### config.mk
export PLATFORM = sky130hd
export DESIGN_NAME = au_stream_sample_decoder
export DESIGN_NICKNAME = d
export VERILOG_FILES = /design/src/rtl/core/ausd_pkg.sv /design/src/rtl/core/ausd_div.sv /design/src/rtl/core/ausd_ofifo.sv /design/src/rtl/core/au_stream_sample_decoder.sv
export SDC_FILE = /design/constraint.sdc
export NUM_CORES = 2
export LEC_CHECK = 0
export ABC_AREA = 1
export BUFFER_PORTS_ARGS = -buffer_cell sky130_fd_sc_hd__buf_2
export CAP_MARGIN = 20
export CORE_ASPECT_RATIO = 1.1
export CORE_MARGIN = 2
export CORE_UTILIZATION = 60
export CTS_BUF_LIST = sky130_fd_sc_hd__clkbuf_16
export DETAILED_ROUTE_END_ITERATION = 8
export PLACE_DENSITY = 0.84
export REMOVE_ABC_BUFFERS = 1
export SYNTH_ARGS = -nofsm -noshare
export SYNTH_HDL_FRONTEND = slang
export SYNTH_SLANG_ARGS = --single-unit
### constraint.sdc
create_clock -name clk -period 19.55 [get_ports clk]
set_clock_uncertainty 0.2 [all_clocks]
set_input_delay 3.91 -clock clk [delete_from_list [all_inputs] [get_ports clk]]
set_output_delay 3.91 -clock clk [all_outputs]
set_load 0.03 [all_outputs]
### src/rtl/core/ausd_pkg.sv
// ----------------------------------------------------------------------------
// ausd_pkg
// Shared types, codes and sample conversion functions of the AU stream decoder.
// ----------------------------------------------------------------------------
`default_nettype none

package ausd_pkg;

  localparam int unsigned MAX_CHANNELS_DEF = 255;
  localparam int unsigned OFIFO_DEPTH      = 4;
  localparam int unsigned BLOCK_W          = 10;
  localparam int unsigned QUO_W            = 32;
  localparam int unsigned HDR_LEN          = 24;

  localparam logic [2:0] KIND_SAMPLE = 3'd0;
  localparam logic [2:0] KIND_HEADER = 3'd1;
  localparam logic [2:0] KIND_END    = 3'd2;
  localparam logic [2:0] KIND_BADHDR = 3'd3;
  localparam logic [2:0] KIND_BADCH  = 3'd4;
  localparam logic [2:0] KIND_FLOAT  = 3'd5;

  localparam logic [31:0] ENC_MULAW  = 32'd1;
  localparam logic [31:0] ENC_LIN8   = 32'd2;
  localparam logic [31:0] ENC_LIN16  = 32'd3;
  localparam logic [31:0] ENC_LIN24  = 32'd4;
  localparam logic [31:0] ENC_LIN32  = 32'd5;
  localparam logic [31:0] ENC_FLOAT  = 32'd6;
  localparam logic [31:0] ENC_DOUBLE = 32'd7;
  localparam logic [31:0] ENC_ALAW   = 32'd27;

  localparam logic CFG_START_FRAME = 1'b0;
  localparam logic CFG_END_FRAME   = 1'b1;

  typedef struct packed {
    logic [7:0] stream_byte;
    logic       last_byte;
  } in_t;

  typedef struct packed {
    logic [2:0]         kind;
    logic signed [31:0] sample;
    logic [7:0]         channel;
    logic [31:0]        frame;
    logic [31:0]        sample_rate;
    logic [7:0]         channel_count;
    logic [31:0]        encoding;
    logic [31:0]        total_frames;
    logic               last;
  } out_t;

  typedef struct packed {
    logic               start;
    logic [31:0]        dividend;
    logic [BLOCK_W-1:0] divisor;
  } div_req_t;

  typedef struct packed {
    logic             busy;
    logic             done;
    logic [QUO_W-1:0] quo;
  } div_rsp_t;

  function automatic logic [7:0] magic_byte(input logic [1:0] pos);
    logic [7:0] r;
    unique case (pos)
      2'd0:    r = 8'h2E;
      2'd1:    r = 8'h73;
      2'd2:    r = 8'h6E;
      default: r = 8'h64;
    endcase
    return r;
  endfunction

  function automatic logic [2:0] sample_bytes(input logic [31:0] enc);
    logic [2:0] r;
    if (enc == ENC_MULAW || enc == ENC_LIN8 || enc == ENC_ALAW) r = 3'd1;
    else if (enc == ENC_LIN24) r = 3'd3;
    else if (enc == ENC_LIN32) r = 3'd4;
    else r = 3'd2;
    return r;
  endfunction

  function automatic logic [31:0] signed_mag(input logic neg, input logic [15:0] mag);
    logic [31:0] v;
    v = {mag, 16'h0000};
    return neg ? (32'd0 - v) : v;
  endfunction

  function automatic logic [31:0] mu_expand(input logic [7:0] b);
    logic [7:0]  v;
    logic [15:0] base;
    logic [15:0] mag;
    v    = ~b;
    base = {9'd0, v[3:0], 3'b000} + 16'h0084;
    mag  = (base << v[6:4]) - 16'h0084;
    return signed_mag(v[7], mag);
  endfunction

  function automatic logic [31:0] a_expand(input logic [7:0] b);
    logic [7:0]  v;
    logic [15:0] mag;
    v = b ^ 8'h55;
    if (v[6:4] == 3'd0) mag = {8'd0, v[3:0], 4'h0} + 16'h0008;
    else mag = ({8'd0, v[3:0], 4'h0} + 16'h0108) << (v[6:4] - 3'd1);
    return signed_mag(v[7], mag);
  endfunction

  function automatic logic [31:0] decode(input logic [31:0] enc, input logic [31:0] raw);
    logic [31:0] r;
    if (enc == ENC_MULAW) r = mu_expand(raw[7:0]);
    else if (enc == ENC_ALAW) r = a_expand(raw[7:0]);
    else if (enc == ENC_LIN8) r = {raw[7:0], 24'd0};
    else if (enc == ENC_LIN16) r = {raw[15:0], 16'd0};
    else if (enc == ENC_LIN24) r = {raw[23:0], 8'd0};
    else if (enc == ENC_LIN32) r = raw;
    else r = 32'd0;
    return r;
  endfunction

endpackage

`default_nettype wire

### src/rtl/core/ausd_div.sv
// ----------------------------------------------------------------------------
// ausd_div
// Radix-2 restoring divider, one quotient bit per cycle, for the frame count.
// ----------------------------------------------------------------------------
`default_nettype none

module ausd_div (
  input  wire logic               clk,
  input  wire logic               rst_n,
  input  wire ausd_pkg::div_req_t req,
  output ausd_pkg::div_rsp_t      rsp
);

  localparam int unsigned BW    = ausd_pkg::BLOCK_W;
  localparam int unsigned QW    = ausd_pkg::QUO_W;
  localparam int unsigned CNT_W = $clog2(QW);

  logic              busy_r;
  logic              done_r;
  logic [CNT_W-1:0]  cnt_r;
  logic [BW-1:0]     rem_r;
  logic [BW-1:0]     dvs_r;
  logic [QW-1:0]     quo_r;

  logic [BW:0]       trial;
  logic              ge;
  logic [BW:0]       diff;

  assign trial = {rem_r, quo_r[QW-1]};
  assign ge    = trial >= {1'b0, dvs_r};
  assign diff  = trial - {1'b0, dvs_r};

  always_ff @(posedge clk) begin
    if (!rst_n) begin
      busy_r <= 1'b0;
      done_r <= 1'b0;
      cnt_r  <= '0;
    end else begin
      done_r <= 1'b0;
      if (req.start && !busy_r) begin
        busy_r <= 1'b1;
        cnt_r  <= '0;
      end else if (busy_r) begin
        cnt_r <= cnt_r + 1'b1;
        if (cnt_r == CNT_W'(QW - 1)) begin
          busy_r <= 1'b0;
          done_r <= 1'b1;
        end
      end
    end
  end

  always_ff @(posedge clk) begin
    if (req.start && !busy_r) begin
      quo_r <= req.dividend;
      rem_r <= '0;
      dvs_r <= req.divisor;
    end else if (busy_r) begin
      quo_r <= {quo_r[QW-2:0], ge};
      rem_r <= ge ? diff[BW-1:0] : trial[BW-1:0];
    end
  end

  assign rsp.busy = busy_r;
  assign rsp.done = done_r;
  assign rsp.quo  = quo_r;

endmodule

`default_nettype wire

### src/rtl/core/ausd_ofifo.sv
// ----------------------------------------------------------------------------
// ausd_ofifo
// Small result queue taking up to two results per cycle, one out per beat.
// ----------------------------------------------------------------------------
`default_nettype none

module ausd_ofifo (
  input  wire logic           clk,
  input  wire logic           rst_n,
  input  wire logic [1:0]     push_n,
  input  wire ausd_pkg::out_t push_d0,
  input  wire ausd_pkg::out_t push_d1,
  output logic [$clog2(ausd_pkg::OFIFO_DEPTH):0] count,
  output logic                out_valid,
  input  wire logic           out_stall,
  output ausd_pkg::out_t      out_data
);

  localparam int unsigned DEPTH = ausd_pkg::OFIFO_DEPTH;
  localparam int unsigned PTR_W = $clog2(DEPTH);

  ausd_pkg::out_t   mem_r [DEPTH];
  logic [PTR_W-1:0] wptr_r;
  logic [PTR_W-1:0] rptr_r;
  logic [PTR_W:0]   cnt_r;
  logic [PTR_W-1:0] wptr_p1;
  logic             pop;

  assign wptr_p1 = wptr_r + 1'b1;
  assign pop     = out_valid && !out_stall;

  always_ff @(posedge clk) begin
    if (push_n != 2'd0) mem_r[wptr_r] <= push_d0;
    if (push_n == 2'd2) mem_r[wptr_p1] <= push_d1;
  end

  always_ff @(posedge clk) begin
    if (!rst_n) begin
      wptr_r <= '0;
      rptr_r <= '0;
      cnt_r  <= '0;
    end else begin
      wptr_r <= wptr_r + PTR_W'(push_n);
      if (pop) rptr_r <= rptr_r + 1'b1;
      cnt_r <= cnt_r + (PTR_W + 1)'(push_n) - (PTR_W + 1)'(pop);
    end
  end

  assign count     = cnt_r;
  assign out_valid = cnt_r != '0;
  assign out_data  = mem_r[rptr_r];

  ausd_ovf_a: assert property (@(posedge clk) disable iff (!rst_n)
    cnt_r + (PTR_W + 2)'(push_n) <= (PTR_W + 2)'(DEPTH) + (PTR_W + 2)'(pop))
    else $error("result queue overflow");

  ausd_push_a: assert property (@(posedge clk) disable iff (!rst_n)
    (push_n != 2'd0) |=> out_valid)
    else $error("queue empty after push");

  ausd_cnt_a: assert property (@(posedge clk) disable iff (!rst_n)
    cnt_r <= (PTR_W + 1)'(DEPTH))
    else $error("queue count out of range");

endmodule

`default_nettype wire

### src/rtl/core/au_stream_sample_decoder.sv
// ----------------------------------------------------------------------------
// au_stream_sample_decoder
// AU stream parser: header check, offset skip, sample assembly and Q1.31 output.
// ----------------------------------------------------------------------------
// a byte is registered in the input stage, then its results go into the result queue;
// throughput: one byte per cycle while the queue has room for two results; the queue
// pops one result per cycle while out_stall is low; after an explicit data size,
// input stalls while the serial divider (one quotient bit per cycle) counts frames.
// reset: synchronous, clears the parser to the header phase, start_frame 1,
// end_frame 0, and empties the result queue
`default_nettype none

module au_stream_sample_decoder #(
  parameter int unsigned MAX_CHANNELS = ausd_pkg::MAX_CHANNELS_DEF
) (
  input  wire logic           clk,
  input  wire logic           rst_n,
  input  wire logic           in_valid,
  output logic                in_stall,
  input  wire ausd_pkg::in_t  in_data,
  output logic                out_valid,
  input  wire logic           out_stall,
  output ausd_pkg::out_t      out_data,
  input  wire logic           cfg_we,
  input  wire logic           cfg_index,
  input  wire logic [31:0]    cfg_wdata
);

  localparam logic [1:0] PH_HEADER = 2'd0;
  localparam logic [1:0] PH_SKIP   = 2'd1;
  localparam logic [1:0] PH_DATA   = 2'd2;
  localparam logic [1:0] PH_DRAIN  = 2'd3;
  localparam int unsigned BW       = ausd_pkg::BLOCK_W;
  localparam int unsigned CNT_W    = $clog2(ausd_pkg::OFIFO_DEPTH) + 1;

  // configuration
  logic [31:0] start_r, end_r;

  // input stage
  logic        s_vld_r;
  logic [7:0]  s_byte_r;
  logic        s_lb_r;

  // parser state
  logic [1:0]  phase_r, phase_nxt;
  logic [4:0]  hpos_r, hpos_nxt;
  logic [31:0] offset_r, offset_nxt;
  logic [31:0] size_r, size_nxt;
  logic [31:0] enc_r, enc_nxt;
  logic [31:0] rate_r, rate_nxt;
  logic [7:0]  chan_r, chan_nxt;
  logic [23:0] part_r, part_nxt;
  logic [2:0]  bis_r, bis_nxt;
  logic [7:0]  chidx_r, chidx_nxt;
  logic [31:0] frame_r, frame_nxt;
  logic [31:0] bcnt_r, bcnt_nxt;
  logic [31:0] total_r;
  logic        pend_r, pend_nxt;

  ausd_pkg::div_req_t div_req;
  ausd_pkg::div_rsp_t div_rsp;

  logic [CNT_W-1:0] q_cnt;
  logic [1:0]       push_n;
  ausd_pkg::out_t   r0, r1;

  logic        proc_go, proc;
  logic        clr;
  logic [7:0]  b;
  logic        lb;
  logic        sized;
  logic [2:0]  bps;
  logic [31:0] chw;
  logic [7:0]  cc;
  logic [10:0] block;
  logic [31:0] raw;
  logic [31:0] first_f;
  logic        in_rng;
  logic [8:0]  ch_inc;
  logic        emit;

  assign proc_go  = (q_cnt <= CNT_W'(ausd_pkg::OFIFO_DEPTH - 2)) && !div_rsp.busy
                    && !div_rsp.done;
  assign proc     = s_vld_r && proc_go;
  assign in_stall = s_vld_r && !proc_go;

  always_ff @(posedge clk) begin
    if (!rst_n) begin
      start_r <= 32'd1;
      end_r   <= 32'd0;
    end else if (cfg_we) begin
      unique case (cfg_index)
        ausd_pkg::CFG_START_FRAME: start_r <= cfg_wdata;
        ausd_pkg::CFG_END_FRAME:   end_r   <= cfg_wdata;
        default: ;
      endcase
    end
  end

  always_ff @(posedge clk) begin
    if (!rst_n) begin
      s_vld_r <= 1'b0;
    end else if (in_valid && !in_stall) begin
      s_vld_r <= 1'b1;
    end else if (proc) begin
      s_vld_r <= 1'b0;
    end
  end

  always_ff @(posedge clk) begin
    if (in_valid && !in_stall) begin
      s_byte_r <= in_data.stream_byte;
      s_lb_r   <= in_data.last_byte;
    end
  end

  assign b       = s_byte_r;
  assign lb      = s_lb_r;
  assign sized   = (size_r != 32'd0) && (size_r != 32'hFFFF_FFFF);
  assign bps     = ausd_pkg::sample_bytes(enc_r);
  assign chw     = {part_r, b};
  assign cc      = (part_r != 24'd0) ? 8'hFF : b;
  assign block   = 11'(b) * 11'(bps);
  assign raw     = {part_r, b};
  assign first_f = (start_r == 32'd0) ? 32'd0 : start_r - 32'd1;
  assign in_rng  = (frame_r >= first_f) && !((end_r != 32'd0) && (frame_r >= end_r))
                   && !(sized && (frame_r >= total_r));
  assign ch_inc  = {1'b0, chidx_r} + 9'd1;

  always_comb begin
    phase_nxt  = phase_r;
    hpos_nxt   = hpos_r;
    offset_nxt = offset_r;
    size_nxt   = size_r;
    enc_nxt    = enc_r;
    rate_nxt   = rate_r;
    chan_nxt   = chan_r;
    part_nxt   = part_r;
    bis_nxt    = bis_r;
    chidx_nxt  = chidx_r;
    frame_nxt  = frame_r;
    bcnt_nxt   = bcnt_r;
    pend_nxt   = pend_r;
    clr        = 1'b0;
    emit       = 1'b0;
    push_n     = 2'd0;
    r0         = '0;
    r1         = '0;
    div_req          = '0;
    div_req.dividend = size_r;
    div_req.divisor  = block[BW-1:0];

    if (div_rsp.done && pend_r) begin
      pend_nxt        = 1'b0;
      push_n          = 2'd1;
      r0.kind         = ausd_pkg::KIND_END;
      r0.total_frames = div_rsp.quo;
      r0.last         = 1'b1;
    end

    if (proc) begin
      unique case (phase_r)
        PH_HEADER: begin
          if (hpos_r < 5'd4 && b != ausd_pkg::magic_byte(hpos_r[1:0])) begin
            push_n  = 2'd1;
            r0.kind = ausd_pkg::KIND_BADHDR;
            r0.last = 1'b1;
            if (lb) clr = 1'b1;
            else phase_nxt = PH_DRAIN;
          end else if (hpos_r < 5'd23) begin
            priority if (hpos_r < 5'd4) begin
            end else if (hpos_r < 5'd8) begin
              offset_nxt = {offset_r[23:0], b};
            end else if (hpos_r < 5'd12) begin
              size_nxt = {size_r[23:0], b};
            end else if (hpos_r < 5'd16) begin
              enc_nxt = {enc_r[23:0], b};
            end else if (hpos_r < 5'd20) begin
              rate_nxt = {rate_r[23:0], b};
            end else begin
              part_nxt = {part_r[15:0], b};
            end
            hpos_nxt = hpos_r + 5'd1;
            if (lb) begin
              push_n  = 2'd1;
              r0.kind = ausd_pkg::KIND_BADHDR;
              r0.last = 1'b1;
              clr     = 1'b1;
            end
          end else begin
            part_nxt = '0;
            bcnt_nxt = 32'(ausd_pkg::HDR_LEN);
            r0.sample_rate   = rate_r;
            r0.channel_count = cc;
            r0.encoding      = enc_r;
            push_n           = 2'd1;
            if (chw == 32'd0 || chw > 32'(MAX_CHANNELS)) begin
              r0.kind = ausd_pkg::KIND_BADCH;
              r0.last = 1'b1;
              if (lb) clr = 1'b1;
              else phase_nxt = PH_DRAIN;
            end else if (enc_r == ausd_pkg::ENC_FLOAT || enc_r == ausd_pkg::ENC_DOUBLE) begin
              chan_nxt = b;
              r0.kind  = ausd_pkg::KIND_FLOAT;
              r0.last  = 1'b1;
              if (lb) clr = 1'b1;
              else phase_nxt = PH_DRAIN;
            end else begin
              chan_nxt = b;
              r0.kind  = ausd_pkg::KIND_HEADER;
              if (offset_r <= 32'(ausd_pkg::HDR_LEN)) begin
                phase_nxt = PH_DATA;
                bcnt_nxt  = 32'd0;
              end else begin
                phase_nxt = PH_SKIP;
              end
              div_req.start = sized;
              if (lb) begin
                clr = 1'b1;
                if (sized) begin
                  pend_nxt = 1'b1;
                end else begin
                  push_n          = 2'd2;
                  r1.kind         = ausd_pkg::KIND_END;
                  r1.total_frames = frame_r;
                  r1.last         = 1'b1;
                end
              end
            end
          end
        end
        PH_SKIP: begin
          bcnt_nxt = bcnt_r + 32'd1;
          if (bcnt_nxt >= offset_r) begin
            phase_nxt = PH_DATA;
            bcnt_nxt  = 32'd0;
          end
          if (lb) begin
            push_n          = 2'd1;
            r0.kind         = ausd_pkg::KIND_END;
            r0.total_frames = sized ? total_r : frame_r;
            r0.last         = 1'b1;
            clr             = 1'b1;
          end
        end
        PH_DATA: begin
          if (bcnt_r != 32'hFFFF_FFFF) bcnt_nxt = bcnt_r + 32'd1;
          if (bis_r + 3'd1 < bps) begin
            part_nxt = {part_r[15:0], b};
            bis_nxt  = bis_r + 3'd1;
          end else begin
            if (in_rng) begin
              emit       = 1'b1;
              r0.kind    = ausd_pkg::KIND_SAMPLE;
              r0.sample  = ausd_pkg::decode(enc_r, raw);
              r0.channel = chidx_r;
              r0.frame   = frame_r;
            end
            part_nxt = '0;
            bis_nxt  = 3'd0;
            if (ch_inc >= {1'b0, chan_r}) begin
              chidx_nxt = 8'd0;
              if (frame_r != 32'hFFFF_FFFF) frame_nxt = frame_r + 32'd1;
            end else begin
              chidx_nxt = ch_inc[7:0];
            end
          end
          push_n = emit ? 2'd1 : 2'd0;
          if (lb || (sized && bcnt_nxt == size_r)) begin
            if (emit) begin
              push_n          = 2'd2;
              r1.kind         = ausd_pkg::KIND_END;
              r1.total_frames = sized ? total_r : frame_nxt;
              r1.last         = 1'b1;
            end else begin
              push_n          = 2'd1;
              r0.kind         = ausd_pkg::KIND_END;
              r0.total_frames = sized ? total_r : frame_nxt;
              r0.last         = 1'b1;
            end
            if (lb) clr = 1'b1;
            else phase_nxt = PH_DRAIN;
          end
        end
        PH_DRAIN: begin
          if (lb) clr = 1'b1;
        end
        default: ;
      endcase
    end

    if (clr) begin
      phase_nxt  = PH_HEADER;
      hpos_nxt   = '0;
      offset_nxt = '0;
      size_nxt   = '0;
      enc_nxt    = '0;
      rate_nxt   = '0;
      chan_nxt   = '0;
      part_nxt   = '0;
      bis_nxt    = '0;
      chidx_nxt  = '0;
      frame_nxt  = '0;
      bcnt_nxt   = '0;
    end
  end

  always_ff @(posedge clk) begin
    if (!rst_n) begin
      phase_r  <= PH_HEADER;
      hpos_r   <= '0;
      offset_r <= '0;
      size_r   <= '0;
      enc_r    <= '0;
      rate_r   <= '0;
      chan_r   <= '0;
      part_r   <= '0;
      bis_r    <= '0;
      chidx_r  <= '0;
      frame_r  <= '0;
      bcnt_r   <= '0;
      pend_r   <= 1'b0;
    end else begin
      phase_r  <= phase_nxt;
      hpos_r   <= hpos_nxt;
      offset_r <= offset_nxt;
      size_r   <= size_nxt;
      enc_r    <= enc_nxt;
      rate_r   <= rate_nxt;
      chan_r   <= chan_nxt;
      part_r   <= part_nxt;
      bis_r    <= bis_nxt;
      chidx_r  <= chidx_nxt;
      frame_r  <= frame_nxt;
      bcnt_r   <= bcnt_nxt;
      pend_r   <= pend_nxt;
    end
  end

  always_ff @(posedge clk) begin
    if (div_rsp.done) total_r <= div_rsp.quo;
  end

  ausd_div u_div (
    .clk   (clk),
    .rst_n (rst_n),
    .req   (div_req),
    .rsp   (div_rsp)
  );

  ausd_ofifo u_ofifo (
    .clk       (clk),
    .rst_n     (rst_n),
    .push_n    (push_n),
    .push_d0   (r0),
    .push_d1   (r1),
    .count     (q_cnt),
    .out_valid (out_valid),
    .out_stall (out_stall),
    .out_data  (out_data)
  );

  ausd_divrun_a: assert property (@(posedge clk) disable iff (!rst_n)
    div_req.start |=> div_rsp.busy)
    else $error("frame count divider did not start");

  ausd_pend_a: assert property (@(posedge clk) disable iff (!rst_n)
    pend_r |-> (div_rsp.busy || div_rsp.done))
    else $error("pending end beat without divider activity");

  ausd_bis_a: assert property (@(posedge clk) disable iff (!rst_n)
    (phase_r == PH_DATA) |-> (bis_r < bps))
    else $error("byte position past sample width");

  ausd_chidx_a: assert property (@(posedge clk) disable iff (!rst_n)
    (phase_r == PH_DATA) |-> (chidx_r < chan_r))
    else $error("channel index past channel count");

endmodule

`default_nettype wire

[After elaboration in Yosys (flattened, before gate mapping)]
Memory sizes are Yosys's and may differ from the RTL's. A register that Yosys moved wholly into a read port is not among the register bits.
Cells that the tools add are included.
Cells by class
  reduce and logical (&&, ||, !) cells: 58
  add/subtract/negate cells: 20
  order comparisons: 16
  multiplexer cells: 157
  equality and inequality tests: 30
  multipliers: 1
  bitwise gates (word level): 13
  shift-type cells: 2
Operators by type and width (number)
  $mux W32: 22
  $mux W33: 13
  $mux W72: 4
  $mux W24: 8
  $mux W180: 1
  $mux W75: 2
  $eq A32 B3 Y1 const B: 4
  $ge A32 B32 Y1: 4
  $mux W16: 7
  $ne A32 B32 Y1 const B: 3
  $pmux W32 S3: 1
  $pmux W33 S2: 1
  $add A32 B1 Y32 const B: 2
  $eq A32 B2 Y1 const B: 2
  $logic_not A32 Y1: 2
  $pmux W32 S2: 1
  $reduce_bool A32 Y1: 2
  $sub A1 B32 Y32 const A: 2
  $mux W3: 18
  $mux W2: 24
  $pmux W24 S2: 1
  $mux W1: 39
  $eq A32 B1 Y1 const B: 1
  $eq A32 B32 Y1: 1
  other kinds (63): 132
Word-level totals
  bits in registers: 415
  output and inout port bits: 182
  word-level logic and storage cells: 326
  input bits: 47
  memories kept: 1
  RAM bits: 720
Memories
  u_ofifo.mem_r: words 4, bits a word 180, read ports 1, clocked after memory_dff 1, wr ports 2, line ausd_ofifo.sv:22  | ausd_pkg::out_t mem_r [DEPTH];

[Depth between registers and ports, before layout]
  word-level depth: 20
  mapped depth: 37
  gate-level depth less buffers: 33

[Modules after synthesis]
A second synthesis with hierarchy kept.
Second synthesis, totals
  cell total of the unflattened synthesis: 8509
  area total of the unflattened synthesis: 66508.8 um^2
Modules (own cells, without submodules)
  ausd_ofifo: area an instance 35560.4 um^2, instances 1, sequential area each 21800.9 um^2, cells each 3591
  au_stream_sample_decoder: area an instance 27829.2 um^2, instances 1, sequential area each 7397.1 um^2, cells each 4550
  ausd_div: area an instance 3119.2 um^2, instances 1, sequential area each 1601.5 um^2, cells each 368

[Worst setup path before layout]
OpenSTA, ideal clock, no wires.
  path kind: register to register
  from: register start_r[0]
  to: memory u_ofifo.mem_r[0][178] in the netlist's numbering (data pin)
  period minus slack after synthesis: 6.362 ns
  arrival: 5.893 ns
  buffers on the path: 4
  setup slack: 13.188 ns
  required time: 19.081 ns
  stages on the path, launching flop included: 35
  library setup time: 0.269 ns
  cell sequence: dfxtp_1 > nor4_1 > nand3_1 > nor3_1 > nand2_1 > nor3_1 > nand2_1 > nor3_1 > nand3_1 > xnor2_1 > nand2_1 > ha_1 > nand2_1 > nor2_1 > nand2_1 > nor4_1 > nand4_1 > nand3_1 > nand4_2 > inv_1 > buf_1 > ha_1 > nand2_1 > nand2_1 > a21oi_1 > o21ai_2 > nor2_4 > inv_4 > nand2_4 > buf_4 > nand2_2 > inv_2 > buf_6 > buf_6 > a31oi_1
RTL lines
  from (decl): line au_stream_sample_decoder.sv:37  | logic [31:0] start_r, end_r;
  from (signal assigned): line au_stream_sample_decoder.sv:93  | ausd_pkg::CFG_START_FRAME: start_r <= cfg_wdata;
  to (decl): line ausd_ofifo.sv:22

==> run summary <==
The final design utilization came out at 0.653. The post-layout instance area came out at about 64,000 um2. The total number of clock tree sinks came out at 1,137. Summed over all layers, the routed wires come to 194 mm. The startpoint type of the worst setup path is a register. For the final routed database, the setup TNS stands at 0 ns.

The number of fillers in the final layout came out at 8,448. The number of distinct library cells after synthesis came out at 63. Across all register-to-register paths, the minimum setup slack is 10.13 ns.

The count of endpoints failing hold in the final timing report is 0. The iteration-0 DRC count of the detailed router is roughly 8,000. Among cell families on the critical path, the largest total delay comes from simple AND/OR/NAND/NOR gates. The transition time of the tightest slew-check pin came out at ~1.2 ns. The proportion of power drawn by combinational gates is 0.246. Hold repair after CTS inserted 0 buffers.

The number of remaining DRC errors is 0. The total overflow left after global routing is 0. The count of nets left with antenna violations once routing finished came out at 0.

Static timing analysis puts the maximum clock frequency at about 110 MHz. The top-level I/O count came out at 229. The count of cells along the worst hold path is 2. The final standard cell count with taps included and fillers excluded is 9,509. The final number of setup-violating endpoints came out at 0.

Of the total power, registers draw 0.410. The tree is rooted in a clkbuf_16. The switching share of power is 0.353. For the worst setup path, the data required time is 19.96 ns.

The final weighted congestion in routability-driven placement is approximately 1. After technology mapping, the gate count stands at slightly above 8,000. The worst setup path is captured at a register. The post-detailed-route via-to-cell ratio is 6.23.

The H-tree was split into 3 levels. The later pin in the worst-skew pair is clocked with a latency of approximately 0.74 ns. The area growth from synthesis to final layout is 7.61%. The core region area is roughly 98,000 um2. In the finished design, the share of the clock period the worst path needs comes to 0.482. Setup repair after global routing left no endpoint under its margin. The cell-internal power came out at between 3 and 4 mW.

STA puts the critical path data arrival time at 9.83 ns. The flip-flop and latch count after synthesis came out at roughly 1,100. The run finished with clean final reports. The maximum fanout encountered on the critical timing path is 97. The post-synthesis async set-or-reset flop share came out at 0.

Counting flops with a built-in enable in the synthesized netlist gives between 200 and 250. The tightest min-delay check is of the reg2reg type. The number of clock buffers added by TritonCTS is 111. The pin count of the biggest net entering global routing came out at 211. The number of antenna violations at the first check in global routing came out at 6. The cell area after synthesis is around 60,000 um2.

The placed instance area came out at 60,200 um2. For this run, the slowest stage of the critical path takes 0.72 ns. The final period demand of the worst path is ~9.4 ns. The overall fraction of global-route tracks in use is 0.371. The reported max-cap violation count came out at 0. The synthesis warning total came out at 0. The worst register-to-register path begins at start_r[4]. The floorplan has 120 rows.

The cell count of the worst reg-to-reg path came out at 37. The proportion of layout cells with a drive suffix above 1 is 0.0742. In the final routed layout, each cell accounts on average for 20.4 um. Among all flip-flop cells after synthesis, the most frequent one is dfxtp_1.

TritonCTS built the clock tree. The leakage dissipation is 26.5 nW. The global-route wire length before repair came out at between 300 and 400 mm.

The register with the most flip-flops in the layout has 720 of them. In this design, the critical path's most frequently occurring cell is nand2_1. The overall die area came out at between 100,000 and 150,000 um2. The die width came out at between 300 and 400 um. The pre-antenna-repair detailed-routing pass consisted of 8 iterations. Summed over all nets, the half-perimeter wirelength after detailed placement is 123 mm. The buffers plus inverters on the worst setup path came out at 8. After clock tree synthesis, the repair step resized 0 gates. The number of buffers added on ports is 228.

The floorplan step set the die height to 333 um. The end point of the most critical hold path is u_ofifo.mem_r[1][166]. The slowest stage of the critical path belongs to the cell inv_6. The number of max-slew violations in the final report came out at 0. The clock transition at the registers of the reported paths is 0.07 ns. The via count of the first global-routing pass is about 55,000. The source of the worst hold timing path is u_ofifo.mem_r[1][166]. In this run the post-CTS setup repair buffer count came out at 0.

The clock power share came out at 0.344. The synthesized area per cell came out at 7.19 um2. The initial utilization of the core area, before any placement, comes to 0.607. Across the VDD grid, the largest voltage drop is 0.0821 mV.

The relative slew slack came out at 0.198. The endpoint of the worst register-to-register path is u_ofifo.mem_r[3][175]. The power density relative to cell area came out at 94.8 nW/um2. By startpoint and endpoint, the worst setup path is classified as reg2reg.

The placed cell count is 9,304. Counting flops per register, the top entry is u_ofifo.mem_r. The post-synthesis sequential area ratio is 0.421. The switching power came out at 2.13 mW. Counting along the longest clock path gives a buffer depth of 3. The post-layout net count came out at 8,382. For this block, the via count after detailed routing is 59,300.
-- cell usage after synthesis (8+ instances only) --
cell	number	area [um2]
nor2_1	753	2830
nor2_2	12	75.1
dfxtp_1	918	18400
nand3_1	510	2550
inv_2	43	161
edfxtp_1	219	6580
o21ai_1	177	886
a211oi_1	21	158
o22ai_1	206	1290
ha_1	187	2340
clkinv_1	10	37.5
buf_4	16	120
buf_2	31	155
o211ai_1	24	180
clkbuf_1	383	1440
nand2_1	2049	7690
buf_1	26	97.6
o21ai_0	1176	5890
nand3b_1	10	75.1
xnor2_1	21	184
o221ai_1	10	87.6
fa_1	9	180
o21a_1	8	60.1
inv_1	500	1880
nand2_2	14	87.6
nand4_1	114	713
nor4_1	35	219
xor2_1	59	517
nor3_1	37	185
or2_2	17	106
o22ai_2	30	375
buf_6	59	664
a21oi_1	479	2400
-- cells by family (layout without fill, tap and decap cells) --
logic type / after synthesis / in the layout / synth area share
other: 0 / 3 / 0
adder cells (fa/ha/maj): 196 / 196 / 0.0426
flip-flops: 1137 / 1137 / 0.421
XOR/XNOR: 80 / 80 / 0.0118
AO/OA/AOI/OAI: 2165 / 2165 / 0.196
AND/OR/NAND/NOR: 3587 / 3587 / 0.251
buffers and inverters: 1069 / 1059 / 0.0770
multiplexers: 1 / 1 / 0.000169
-- how the worst max path moves through the flow --
stage,from,to,cells after the start
6_report,start_r[4],u_ofifo.mem_r[3][175],37
5_1_grt,start_r[10],u_ofifo.mem_r[3][175],37
4_1_cts,start_r[4],u_ofifo.mem_r[3][178],36
2_1_floorplan,register,out_data[0],3
3_5_place_dp,start_r[4],u_ofifo.mem_r[3][178],36
3_3_place_gp,start_r[8],u_ofifo.mem_r[3][178],36
-- tightest hold or removal path, delay by kind of cell, from the launching register on --
kind,cells,cell delay [ns]
simple gates,2,0.09
flops,1,0.32
-- layer usage --
layer	up-vias	global-route usage	wire, um
met1	27600	0.482	75400
met3	678	0.0690	20800
met4	8	0.191	10100
li1	27500	-	-
met5	-	0	58
met2	3488	0.586	87200
-- final cells by class --
type                       instances  area, um2  area share
multi-input combinational       6029      29700       0.467
sequential                      1137      25000       0.392
clock buffer                     112       2800      0.0440
inverter                         554       2110      0.0332
timing repair buffer             306       1790      0.0281
tap                             1281       1600      0.0252
clock inverter                    87        688      0.0108
antenna                            3       7.51    0.000118
-- placed cells by master (no fill, tap or decap), types with 177 or more instances in the layout --
cell type | Yosys | routed
nand2_1 | 2049 | 2047
o21ai_0 | 1176 | 1176
dfxtp_1 | 918 | 916
nor2_1 | 753 | 749
inv_1 | 500 | 527
nand3_1 | 510 | 510
a21oi_1 | 479 | 478
buf_2 | 31 | 228
edfxtp_1 | 219 | 219
o22ai_1 | 206 | 206
ha_1 | 187 | 185
o21ai_1 | 177 | 177
-- power by group through the flow --
stage,Combinational (mW),Sequential [mW],Clock [mW]
2_1_floorplan,0.966,2.54,0
3_3_place_gp,1.42,2.53,0
3_5_place_dp,1.44,2.53,0
4_1_cts,1.45,2.48,2.08
5_1_grt,1.58,2.48,2.17
6_report,1.49,2.48,2.08
-- through the flow --
stage	total power, mW	hold WS (ns)	setup WS [ns]
after floorplan	3.51	0.214	1.84
after global placement	3.95	0.225	10.57
after detailed placement	3.97	0.230	10.28
after CTS	6.01	0.246	10.27
after global routing	6.24	0.263	9.42
final	6.04	0.244	10.13
Note: power is estimated with default switching activity, not from simulation.
